File: src/hdl/tsw_pkg.sv
// Package for the TCP sender window and retransmission core.
// Holds request and result types, controller commands, status and constants.
// No dependencies.
`default_nettype none
package tsw_pkg;

  localparam int unsigned MAX_PAYLOAD_DEF       = 1452;
  localparam int unsigned OUTSTANDING_DEPTH_DEF = 64;
  localparam int unsigned RESULT_LIMIT          = 64;
  localparam int unsigned K_W                   = 7;
  localparam int unsigned CFG_IDX_W             = 8;
  localparam int unsigned CFG_DATA_W            = 32;
  localparam int unsigned PLEN_W                = 11;

  localparam logic [CFG_IDX_W-1:0] REG_ISN      = CFG_IDX_W'(0);
  localparam logic [CFG_IDX_W-1:0] REG_INIT_RTO = CFG_IDX_W'(1);

  localparam logic [1:0] FUNC_FILL  = 2'd0;
  localparam logic [1:0] FUNC_ACK   = 2'd1;
  localparam logic [1:0] FUNC_TICK  = 2'd2;
  localparam logic [1:0] FUNC_EMPTY = 2'd3;

  typedef struct packed {
    logic [1:0]  func;
    logic [31:0] ack_number;
    logic [15:0] adv_window;
    logic [15:0] elapsed_ms;
    logic [15:0] bytes_available;
    logic        input_ended;
  } tsw_in_t;

  typedef struct packed {
    logic        has_segment;
    logic [31:0] seqno;
    logic [31:0] stream_offset;
    logic [10:0] payload_length;
    logic        syn_flag;
    logic        fin_flag;
    logic        is_retransmit;
    logic [7:0]  retransmit_count;
    logic [31:0] unacked_bytes;
    logic        last;
  } tsw_out_t;

  typedef enum logic [3:0] {
    OP_IDLE,
    OP_UNWRAP,
    OP_ACKSUM,
    OP_POP,
    OP_FRESH,
    OP_EDGE,
    OP_ROOM,
    OP_TAKE,
    OP_SEND,
    OP_EMPTY,
    OP_NOSEG,
    OP_TADD,
    OP_RETX,
    OP_EMIT
  } tsw_op_e;

  typedef enum logic [1:0] {
    LEN_ZERO,
    LEN_MAX,
    LEN_REM
  } tsw_len_e;

  typedef struct packed {
    tsw_op_e  op;
    tsw_len_e len_sel;
    logic     syn;
    logic     fin;
    logic     last;
  } tsw_cmd_t;

  typedef struct packed {
    logic [1:0] func;
    logic       next_zero;
    logic       next_is_fin;
    logic       ack_bad;
    logic       pop_ok;
    logic       cnt_zero;
    logic       cnt_full;
    logic       cnt_near_full;
    logic       rem_gt_max;
    logic       rem_nz;
    logic       fin_take;
    logic       timer_hit;
    logic       out_free;
  } tsw_sts_t;

endpackage
`default_nettype wire

File: src/hdl/tsw_ctrl.sv
// Controller state machine of the TCP sender core.
// Sequences datapath operations per request; uses tsw_pkg.
`default_nettype none
module tsw_ctrl import tsw_pkg::*; (
  input  wire logic     clk_i,
  input  wire logic     rst_ni,
  input  wire logic     in_accept_i,
  input  wire tsw_sts_t sts_i,
  output logic          idle_o,
  output tsw_cmd_t      cmd_o
);

  typedef enum logic [4:0] {
    S_IDLE, S_DISPATCH, S_UNWRAP, S_ACKSUM, S_ACKCHK, S_POP, S_POPWAIT,
    S_FRESH, S_EDGE, S_FCHK, S_ROOM, S_TAKE, S_SEG, S_EMIT,
    S_TWAIT, S_TADD, S_TCHK, S_EMPTY
  } state_e;

  state_e       state_q;
  logic [K_W-1:0] k_q;
  logic         more_q;

  logic can_send, can_next;
  assign can_send = !sts_i.cnt_full && (k_q < K_W'(RESULT_LIMIT));
  assign can_next = !sts_i.cnt_near_full && (k_q < K_W'(RESULT_LIMIT - 1));
  assign idle_o   = (state_q == S_IDLE);

  always_comb begin
    cmd_o = '{op: OP_IDLE, len_sel: LEN_ZERO, syn: 1'b0, fin: 1'b0, last: !more_q};
    unique case (state_q)
      S_UNWRAP: cmd_o.op = OP_UNWRAP;
      S_ACKSUM: cmd_o.op = OP_ACKSUM;
      S_ACKCHK: if (sts_i.ack_bad) cmd_o.op = OP_NOSEG;
      S_POP:    cmd_o.op = OP_POP;
      S_FRESH:  cmd_o.op = OP_FRESH;
      S_EDGE:   cmd_o.op = OP_EDGE;
      S_ROOM:   cmd_o.op = OP_ROOM;
      S_TAKE:   cmd_o.op = OP_TAKE;
      S_FCHK, S_EMPTY: begin
        if (state_q == S_FCHK && sts_i.next_is_fin) begin
          cmd_o.op = OP_NOSEG;
        end else if (sts_i.next_zero) begin
          if (can_send) begin
            cmd_o.op  = OP_SEND;
            cmd_o.syn = 1'b1;
          end else begin
            cmd_o.op = OP_NOSEG;
          end
        end else if (state_q == S_EMPTY) begin
          cmd_o.op = OP_EMPTY;
        end
      end
      S_SEG: begin
        if (sts_i.rem_gt_max) begin
          if (can_send) begin
            cmd_o.op      = OP_SEND;
            cmd_o.len_sel = LEN_MAX;
          end else begin
            cmd_o.op = OP_NOSEG;
          end
        end else if ((sts_i.rem_nz || sts_i.fin_take) && can_send) begin
          cmd_o.op      = OP_SEND;
          cmd_o.len_sel = LEN_REM;
          cmd_o.fin     = sts_i.fin_take;
        end else begin
          cmd_o.op = OP_NOSEG;
        end
      end
      S_EMIT:   if (sts_i.out_free) cmd_o.op = OP_EMIT;
      S_TADD:   cmd_o.op = sts_i.cnt_zero ? OP_NOSEG : OP_TADD;
      S_TCHK:   cmd_o.op = sts_i.timer_hit ? OP_RETX : OP_NOSEG;
      default: ;
    endcase
  end

  always_ff @(posedge clk_i or negedge rst_ni) begin
    if (!rst_ni) begin
      state_q <= S_IDLE;
      k_q     <= '0;
      more_q  <= 1'b0;
    end else begin
      unique case (state_q)
        S_IDLE: begin
          k_q    <= '0;
          more_q <= 1'b0;
          if (in_accept_i) state_q <= S_DISPATCH;
        end
        S_DISPATCH: begin
          unique case (sts_i.func)
            FUNC_ACK:  state_q <= S_UNWRAP;
            FUNC_TICK: state_q <= S_TWAIT;
            FUNC_EMPTY: state_q <= S_EMPTY;
            default:   state_q <= S_EDGE;
          endcase
        end
        S_UNWRAP: state_q <= S_ACKSUM;
        S_ACKSUM: state_q <= S_ACKCHK;
        S_ACKCHK: state_q <= sts_i.ack_bad ? S_EMIT : S_POP;
        S_POP:    state_q <= sts_i.pop_ok ? S_POPWAIT : S_FRESH;
        S_POPWAIT: state_q <= S_POP;
        S_FRESH:  state_q <= S_EDGE;
        S_EDGE:   state_q <= S_FCHK;
        S_FCHK: begin
          if (sts_i.next_is_fin || sts_i.next_zero) begin
            more_q  <= 1'b0;
            state_q <= S_EMIT;
          end else begin
            state_q <= S_ROOM;
          end
        end
        S_ROOM: state_q <= S_TAKE;
        S_TAKE: state_q <= S_SEG;
        S_SEG: begin
          if (cmd_o.op == OP_SEND) begin
            k_q    <= k_q + 1'b1;
            more_q <= (cmd_o.len_sel == LEN_MAX) && can_next;
          end else begin
            more_q <= 1'b0;
          end
          state_q <= (cmd_o.op == OP_SEND || k_q == '0) ? S_EMIT : S_IDLE;
        end
        S_EMIT: begin
          if (sts_i.out_free) state_q <= more_q ? S_SEG : S_IDLE;
        end
        S_TWAIT: state_q <= S_TADD;
        S_TADD:  state_q <= sts_i.cnt_zero ? S_EMIT : S_TCHK;
        S_TCHK:  state_q <= S_EMIT;
        S_EMPTY: begin
          more_q  <= 1'b0;
          state_q <= S_EMIT;
        end
        default: state_q <= S_IDLE;
      endcase
    end
  end

endmodule
`default_nettype wire

File: config.mk
export PLATFORM = sky130hd
export DESIGN_NAME = tsw_ctrl
export DESIGN_NICKNAME = d
export VERILOG_FILES = /design/src/hdl/tsw_pkg.sv /design/src/hdl/tsw_ctrl.sv
export SDC_FILE = /design/constraint.sdc
export NUM_CORES = 1
export LEC_CHECK = 0
export BUFFER_PORTS_ARGS = -buffer_cell sky130_fd_sc_hd__buf_2
export CAP_MARGIN = 20
export CORE_MARGIN = 1
export CORE_UTILIZATION = 30
export DETAILED_ROUTE_END_ITERATION = 7
export GPL_ROUTABILITY_DRIVEN = 0
export GPL_TIMING_DRIVEN = 0
export HOLD_SLACK_MARGIN = 0.05
export PLACE_DENSITY = 0.58
export SKIP_CTS_REPAIR_TIMING = 1
export SLEW_MARGIN = 20
export SYNTH_ARGS = -nofsm -noshare
export SYNTH_HDL_FRONTEND = slang
export SYNTH_SLANG_ARGS = --single-unit
File: constraint.sdc
create_clock -name clk_i -period 2.61 [get_ports clk_i]
set_clock_uncertainty 0.05 [all_clocks]
set_input_delay 0.522 -clock clk_i [delete_from_list [all_inputs] [get_ports clk_i]]
set_output_delay 0.522 -clock clk_i [all_outputs]
set_load 0.01 [all_outputs]
======== Word level (Yosys, flattened, before mapping) ========
Index checks and enable logic that the tools add are counted.
cells by class
  add/subtract/negate cells ............... 1
  $lt $le $gt $ge ......................... 2
  equal/unequal tests ..................... 26
  multiplexer cells ....................... 36
  reduce and logical (&&, ||, !) cells .... 21
operators with widths
  kind                 number
  $pmux 5 s17          1
  $pmux 4 s13          1
  $eq 5x4->1 const B   8
  $mux 4               8
  $eq 5x3->1 const B   4
  $mux 5               3
  $pmux 5 s3           1
  $pmux 7 s2           1
  $mux 1               12
  $eq 5x2->1 const B   2
  $eq 5x5->1 const B   2
  $mux 2               4
  $add 7x1->7 const B  1
  $logic_not 7->1      1
  $lt 7x6->1 const B   1
  $lt 7x7->1 const B   1
  $mux 7               1
  $mux 3               2
  $mux 6               1
  $ne 2x2->1 const B   3
  $reduce_and 2->1     3
  $reduce_or 2->1      3
  $eq 5x1->1 const B   1
  $logic_and 1x1->1    5
  other kinds (10)     16
storage, ports and cells
  bits in registers ....................... 13
  bits of input ports ..................... 17

======== Logic depth before layout (Yosys ltp) ========
Gate-level depths: netlist of the first run.
  word-level depth ........................ 10
  gate-level depth with buffers ........... 9

======== Worst setup path after synthesis of the first run ========
No wires, ideal clock.
  path type ............................... flip-flop to output port
  from .................................... register state_q[1]
  to ...................................... output port cmd_o[1] (netlist bit)
  arrival time ............................ 1.834 ns
  setup slack ............................. 0.204 ns
  cell stages (with the launch flop) ...... 7
  path through ............................ dfrtp_1 -> buf_2 -> nand2b_4 -> or3_1 -> buf_2 -> nor4_1 -> and2_1
RTL lines
  element                   line             source
  start: declaration        tsw_ctrl.sv:19   state_e state_q;
  start signal: assignment  tsw_ctrl.sv:98   S_ACKCHK: state_q <= sts_i.ack_bad ? S_EMIT : S_POP;
  start signal: assignment  tsw_ctrl.sv:99   S_POP: state_q <= sts_i.pop_ok ? S_POPWAIT : S_FRESH;
  start signal: assignment  tsw_ctrl.sv:120  state_q <= (cmd_o.op == OP_SEND || k_q == '0) ? S_EMIT : S_IDLE;
  end: declaration          tsw_ctrl.sv:10   output tsw_cmd_t cmd_o

==> out/metrics.yaml, run 1 <==
critical_path:
  crit_chain: "nand2b_4 > or3_1 > buf_4 > o211ai_1 > or2_1 > buf_2"
  critPathLaunch: "state_q[4]"
  worstPathArrival_ns: 1.94
  crit_slowest_cell: "dfrtp_2"
  regToRegStartpoint: "state_q[3]"
  crit_path_max_incr_delay_ns: 0.47
  endpoint_kind: "output pin"
  cp_max_fo: 9
  critPathRequiredTime_ns: 2.04
  startpoint_type: "flop"
  critPathKind: "flop to output pin"
timing:
  period_share_pct: 96.3
  finalSetupTns_ns: 0
  hold_viol: 0
  worstMarginPinSlew_ns: 0.552
  report.final.slew_viol_count: 0
  hold_ws_ns: 0.109
  min_period_ns: 2.51
  setup_viol: 0
  max_freq_ghz: 0.398
  slew_headroom_pct: 62.9
  fin_ws_ns: 0.0957
flow_run:
  drv_cap: 0
routing:
  top_layer: "met4"
  via_count: 1452
  drc: 0
  wl_met3_um: 211
  wl_per_cell_um: 14.2
  ant_nets: 0
  wl_met1_um: 1770
  first_pass_iters: 4
  viasPerCell: 5.65
  totalWireLength_um: 3660
  wl_met2_um: 1660
  drt_iter0_markers: 35
floorplanning:
  pin_count: 27
  die_y_um: 67
  rows: 23
  coreArea_mm2: 0.00403
  die_x_um: 67
  start_util_pct: 31.5
  fp.dieArea_mm2: 0.00449
layout:
  mostFrequentLayoutCells: "28 x buf_2, 20 x nand2_1, 15 x nand3_1"
  fillers: 457
  drive_above_1_share_pct: 24.2
  seq_area_um2: 330
  num_antenna_cells: 0
  final_nets: 230
  layout_commonest_cell: "buf_2"
  multi_input_area_um2: 863
  area_delta_synth_final_pct: 22.2
synthesis:
  yosysUniqueCellTypes: 45
  synth_xor_area_share_pct: 0
  yosysSeqAreaShare_pct: 25.7
  synth_compound_area_share_pct: 28.4
  syn_inst: 177
  ys_top_cells_by_area: "dfrtp_1 26%, nand3_1 6.3%, nand2_1 5.9%, o21ai_0 5.1%, ha_1 4.9%"
  synth_edf_count: 0
  syn-num-nets: 199
  synth_top_family_by_area: "simple AND/OR/NAND/NOR gates"
  synth_simple_gate_area_share_pct: 32.2
  synth_seq_cells: 13
  yosysWarningCount: 0
  yosysTopAreaCellShare_pct: 25.7
  yosys.area.top_type: "dfrtp_1"
  synth-adder-area-share_pct: 4.94
  ys_async_sr_fraction_pct: 100
  syn-cell-area_mm2: 0.00127
  synth-main-ff-cell: "dfrtp_1"
  muxShareOfSynthArea_pct: 0.790
  syn_avg_cell_area_um2: 7.16
clock_network:
  cts-root-buf: "clkbuf_8"
  tritoncts: "yes"
  clock_path_buffers: 2
  worstSkewPairLatency_ns: 0.24
  cts_sinks: 13
  cts_buffers: 3
  clkTransAtPathRegs_ns: 0.06
  htreeDepth: 1
power:
  vdd_drop_max_v: 0.000318
  p_leak_uw: 0.000691
  power_density_mw_per_mm2: 1080
global_routing:
  antenna_found_initial: 0
  first_global_vias: 1269
  grt_pass1_wl_um: 5800
  grt_use_total_pct: 16.6
  grt-ovfl-total: 0
  grt_max_degree: 14
hold_path:
  hold_class: "primary input to asynchronous set/reset pin"
place:
  dp_hpwl_um: 2770
  dpl_worst_slack_ns: 0.0397
  io_buffers: 26
outcome:
  status: "complete, no violations"
==> per-stage QoR <==
| stage | area (um2) | utilization (%) | std cells | total power [uW] |
|---|---|---|---|---|
| floorplan | 1270 | - | 177 | 1110 |
| global placement | 1460 | 36.2 | 253 | 1420 |
| detailed placement | 1460 | 36.2 | 253 | 1410 |
| CTS | 1510 | 37.4 | 257 | 1590 |
| global route | 1550 | 38.4 | 257 | 1830 |
| finish | 1550 | 38.4 | 257 | 1680 |
==> critical path: cells and delay by family, from the launching register on <==
kind | cells | cell delay, ns
AND/OR/NAND/NOR | 3 | 0.69
buffers and inverters | 2 | 0.32
flip-flops | 1 | 0.47
AO/OA/AOI/OAI | 1 | 0.22
==> logic make-up after synthesis <==
family,after synthesis
DFF,13
AOI/OAI and AO/OA,54
buffers and inverters,25
and+or+nand+nor,79
muxes,1
adders and majority gates,5
==> final timing paths <==
check                                   to  slack (ns)  cells after the start
worst max register to register      k_q[4]        0.33                      8
worst min-delay path                k_q[4]        0.11                      1
worst max-delay path              cmd_o[6]         0.1                      6
min in group clk_i                  more_q        0.49                      3
max in group asynchronous       state_q[0]        2.14                      1
worst min register to register      k_q[2]        0.50                      1
==> cell usage after synthesis (all sizes together) (3+ instances only) <==
library cell	number
or4	4
nand2b	4
buf	8
nand2	20
o21ai	17
inv	13
dfrtp	13
ha	5
nand3	16
nor2	15
and3	3
nor3	3
o2111ai	3
clkbuf	4
a21oi	7
a31oi	4
o22ai	4
==> routing by layer <==
layer / track usage, % / vias up
met1: 23.8 / 684
met2: 26.9 / 48
met5: 0 / -
li1: - / 715
met4: 0 / 0
met3: 3.25 / 5
==> area by class of cell <==
type / count / share of cell area, %
repair buffers: 29 / 9.85
plain buffers: 9 / 2.99
flip-flops and latches: 13 / 21.3
well taps: 50 / 4.04
inverters: 13 / 3.15
multi-input cells: 139 / 55.7
clock buffers: 4 / 2.91
==> where the power goes <==
part	internal [uW]	total, uW	switching, uW
registers	278	386	107
logic	448	1110	666
clock network	108	180	71.9
total	834	1680	846
==> state kept, by name (all words and copies together) (netlist names) <==
register / cells
k_q: 7
state_q: 5
more_q: 1
Power figures use the tool's default switching activity.
==> run 2: changes to the inputs <==
--- a/config.mk
+++ b/config.mk
@@ -19,3 +19,4 @@
 export SYNTH_ARGS = -nofsm -noshare
 export SYNTH_HDL_FRONTEND = slang
 export SYNTH_SLANG_ARGS = --single-unit
+export TNS_END_PERCENT = 10
==> constraint.sdc (replaced) <==
create_clock -name clk_i -period 2.61 [get_ports clk_i]
set_clock_uncertainty 0.05 [all_clocks]
set_input_delay 0.783 -clock clk_i [delete_from_list [all_inputs] [get_ports clk_i]]
set_output_delay 0.783 -clock clk_i [all_outputs]
set_load 0.01 [all_outputs]
==> out/metrics.yaml, run 2 (synthesis results as in run 1) <==
floorplanning:
  pin_count: 27  # unchanged
  rows: 23  # unchanged
  fp.dieArea_mm2: 0.00449  # unchanged
  die_y_um: 67  # unchanged
  die_x_um: 67  # unchanged
  coreArea_mm2: 0.00403  # unchanged
  start_util_pct: 31.5  # unchanged
clock_network:
  worstSkewPairLatency_ns: 0.24  # about the same
  cts-root-buf: "clkbuf_8"  # unchanged
  cts_sinks: 13  # unchanged
  cts_buffers: 3  # unchanged
  clkTransAtPathRegs_ns: 0.06  # about the same
  clock_path_buffers: 2  # unchanged
  htreeDepth: 1  # unchanged
  tritoncts: "yes"  # unchanged
global_routing:
  first_global_vias: 1275  # was 1,269
  grt_pass1_wl_um: 6060  # was 5800 um
  grt-ovfl-total: 0  # unchanged
  grt_use_total_pct: 17.9  # was 16.6%
  antenna_found_initial: 0  # unchanged
  grt_max_degree: 14  # unchanged
outcome:
  status: "finished, violations left"  # was complete, no violations
  violations: "negative setup slack"
critical_path:
  startpoint_type: "primary input"  # was flop
  worstPathArrival_ns: 1.91  # was 1.94 ns
  critPathRequiredTime_ns: 1.78  # was 2.04 ns
  cp_max_fo: 4  # was 9
  critPathKind: "primary input to output pin"  # was flop to output pin
  endpoint_kind: "output pin"  # unchanged
routing:
  ant_nets: 0  # unchanged
  top_layer: "met4"  # unchanged
  wl_met3_um: 314  # was 211 um
  drt_iter0_markers: 109  # was 35
  totalWireLength_um: 4080  # was 3660 um
  wl_per_cell_um: 15.2  # was 14.2 um
  via_count: 1523  # was 1,452
  viasPerCell: 5.68  # was 5.65
  wl_met2_um: 1870  # was 1660 um
  first_pass_iters: 4  # unchanged
  wl_met1_um: 1850  # was 1770 um
  drc: 0  # unchanged
place:
  place_area_mm2: 0.00147  # was 0.00146 mm2
  io_buffers: 26  # unchanged
  dpl_worst_slack_ns: -0.225  # was 0.0397 ns
  dp_hpwl_um: 2830  # was 2770 um
timing:
  slew_headroom_pct: 62.1  # was 62.9%
  fin_ws_ns: -0.133  # was 0.0957 ns
  worstMarginPinSlew_ns: 0.565  # was 0.552 ns
  max_freq_ghz: 0.365  # was 0.398 GHz
  setup_viol: 4  # was 0
  min_period_ns: 2.74  # was 2.51 ns
  period_share_pct: 105  # was 96.3%
  finalSetupTns_ns: -0.312  # was 0 ns
  rsz0062_at_grt: "true"
  report.final.slew_viol_count: 0  # unchanged
  hold_viol: 0  # unchanged
layout:
  layout_commonest_cell: "buf_2"  # unchanged
  regMostFlops: "k_q"  # unchanged
  drive_above_1_share_pct: 31.7  # was 24.2%
  mostFrequentLayoutCells: "31 x buf_2, 20 x nand2_1, 15 x nand3_1"  # was 28 x buf_2, 20 x nand2_1, 15 x nand3_1
  largest_reg_flops: 7  # unchanged
  fin_area_mm2: 0.00170  # was 0.00155 mm2
  final_nets: 241  # was 230
  final_core_util_pct: 42.2  # was 38.4%
  num_antenna_cells: 0  # unchanged
  area_delta_synth_final_pct: 34.3  # was 22.2%
  top_regs: "k_q x7, state_q x5, more_q x1"  # unchanged
power:
  vdd_drop_max_v: 0.000406  # was 0.000318 V
  total_power_uw: 1870  # was 1680 uW
  power_density_mw_per_mm2: 1100  # was 1080 mW/mm2
  p_leak_uw: 0.000761  # was 0.000691 uW
flow_run:
  drv_cap: 0  # unchanged
hold_path:
  hold_class: "primary input to asynchronous set/reset pin"  # unchanged
-- run 2: cell types whose count changed in the layout (fill, tap and decap cells not counted), sizes merged --
| cell | previous run | this run |
|---|---|---|
| clkinvlp | 0 | 1 |
| clkbuf | 9 | 7 |
| buf | 33 | 46 |
| inv | 13 | 12 |
-- run 2: layer usage --
metal,GRT usage (%),vias to the layer above
met5,0,-
met4,3.72,0
met3,4.62,6
met2,27.4,51
met1,24.8,731
li1,-,735
-- run 2: final cells by class --
cell class / instances / area, um2
repair buffers: 39 / 225
plain buffers: 10 / 67.6
inverters: 13 / 52.6
multi-input cells: 139 / 920
flip-flops and latches: 13 / 329
well taps: 50 / 62.6
clock buffers: 4 / 45.0
fillers: 437 / 2330
-- run 2: worst paths after layout --
| kind | startpoint | end | slack (ns) | cells past startpoint |
|---|---|---|---|---|
| setup / recovery | sts_i[6] | cmd_o[6] | -0.13 | 6 |
| min in group clk_i | k_q[6] | k_q[6] | 0.49 | 2 |
| setup reg to reg | state_q[3] | k_q[3] | 0.24 | 8 |
| hold / removal | rst_ni | k_q[5] | 0.38 | 1 |
| hold reg to reg | k_q[6] | k_q[6] | 0.49 | 2 |
| max in group asynchronous | rst_ni | state_q[2] | 1.87 | 1 |
-- run 2: power by group --
part           internal, uW  switching (uW)  total (uW)
sequential              277             106         383
combinational           560             746        1310
clock                   108            73.9         182
-- run 2: metrics by stage --
stage                     cells  hold slack [ns]
after floorplan             177            0.429
after detailed placement    253            0.486
after global routing        268            0.387
final                       268            0.377
after CTS                   257            0.375
after global placement      253            0.486
-- run 2: worst max-delay path, stage by stage --
cell	delay (ns)
buf_2	0.10
or2_2	0.34
nor2_1	0.14
o211ai_1	0.13
or2_1	0.27
buf_2	0.14
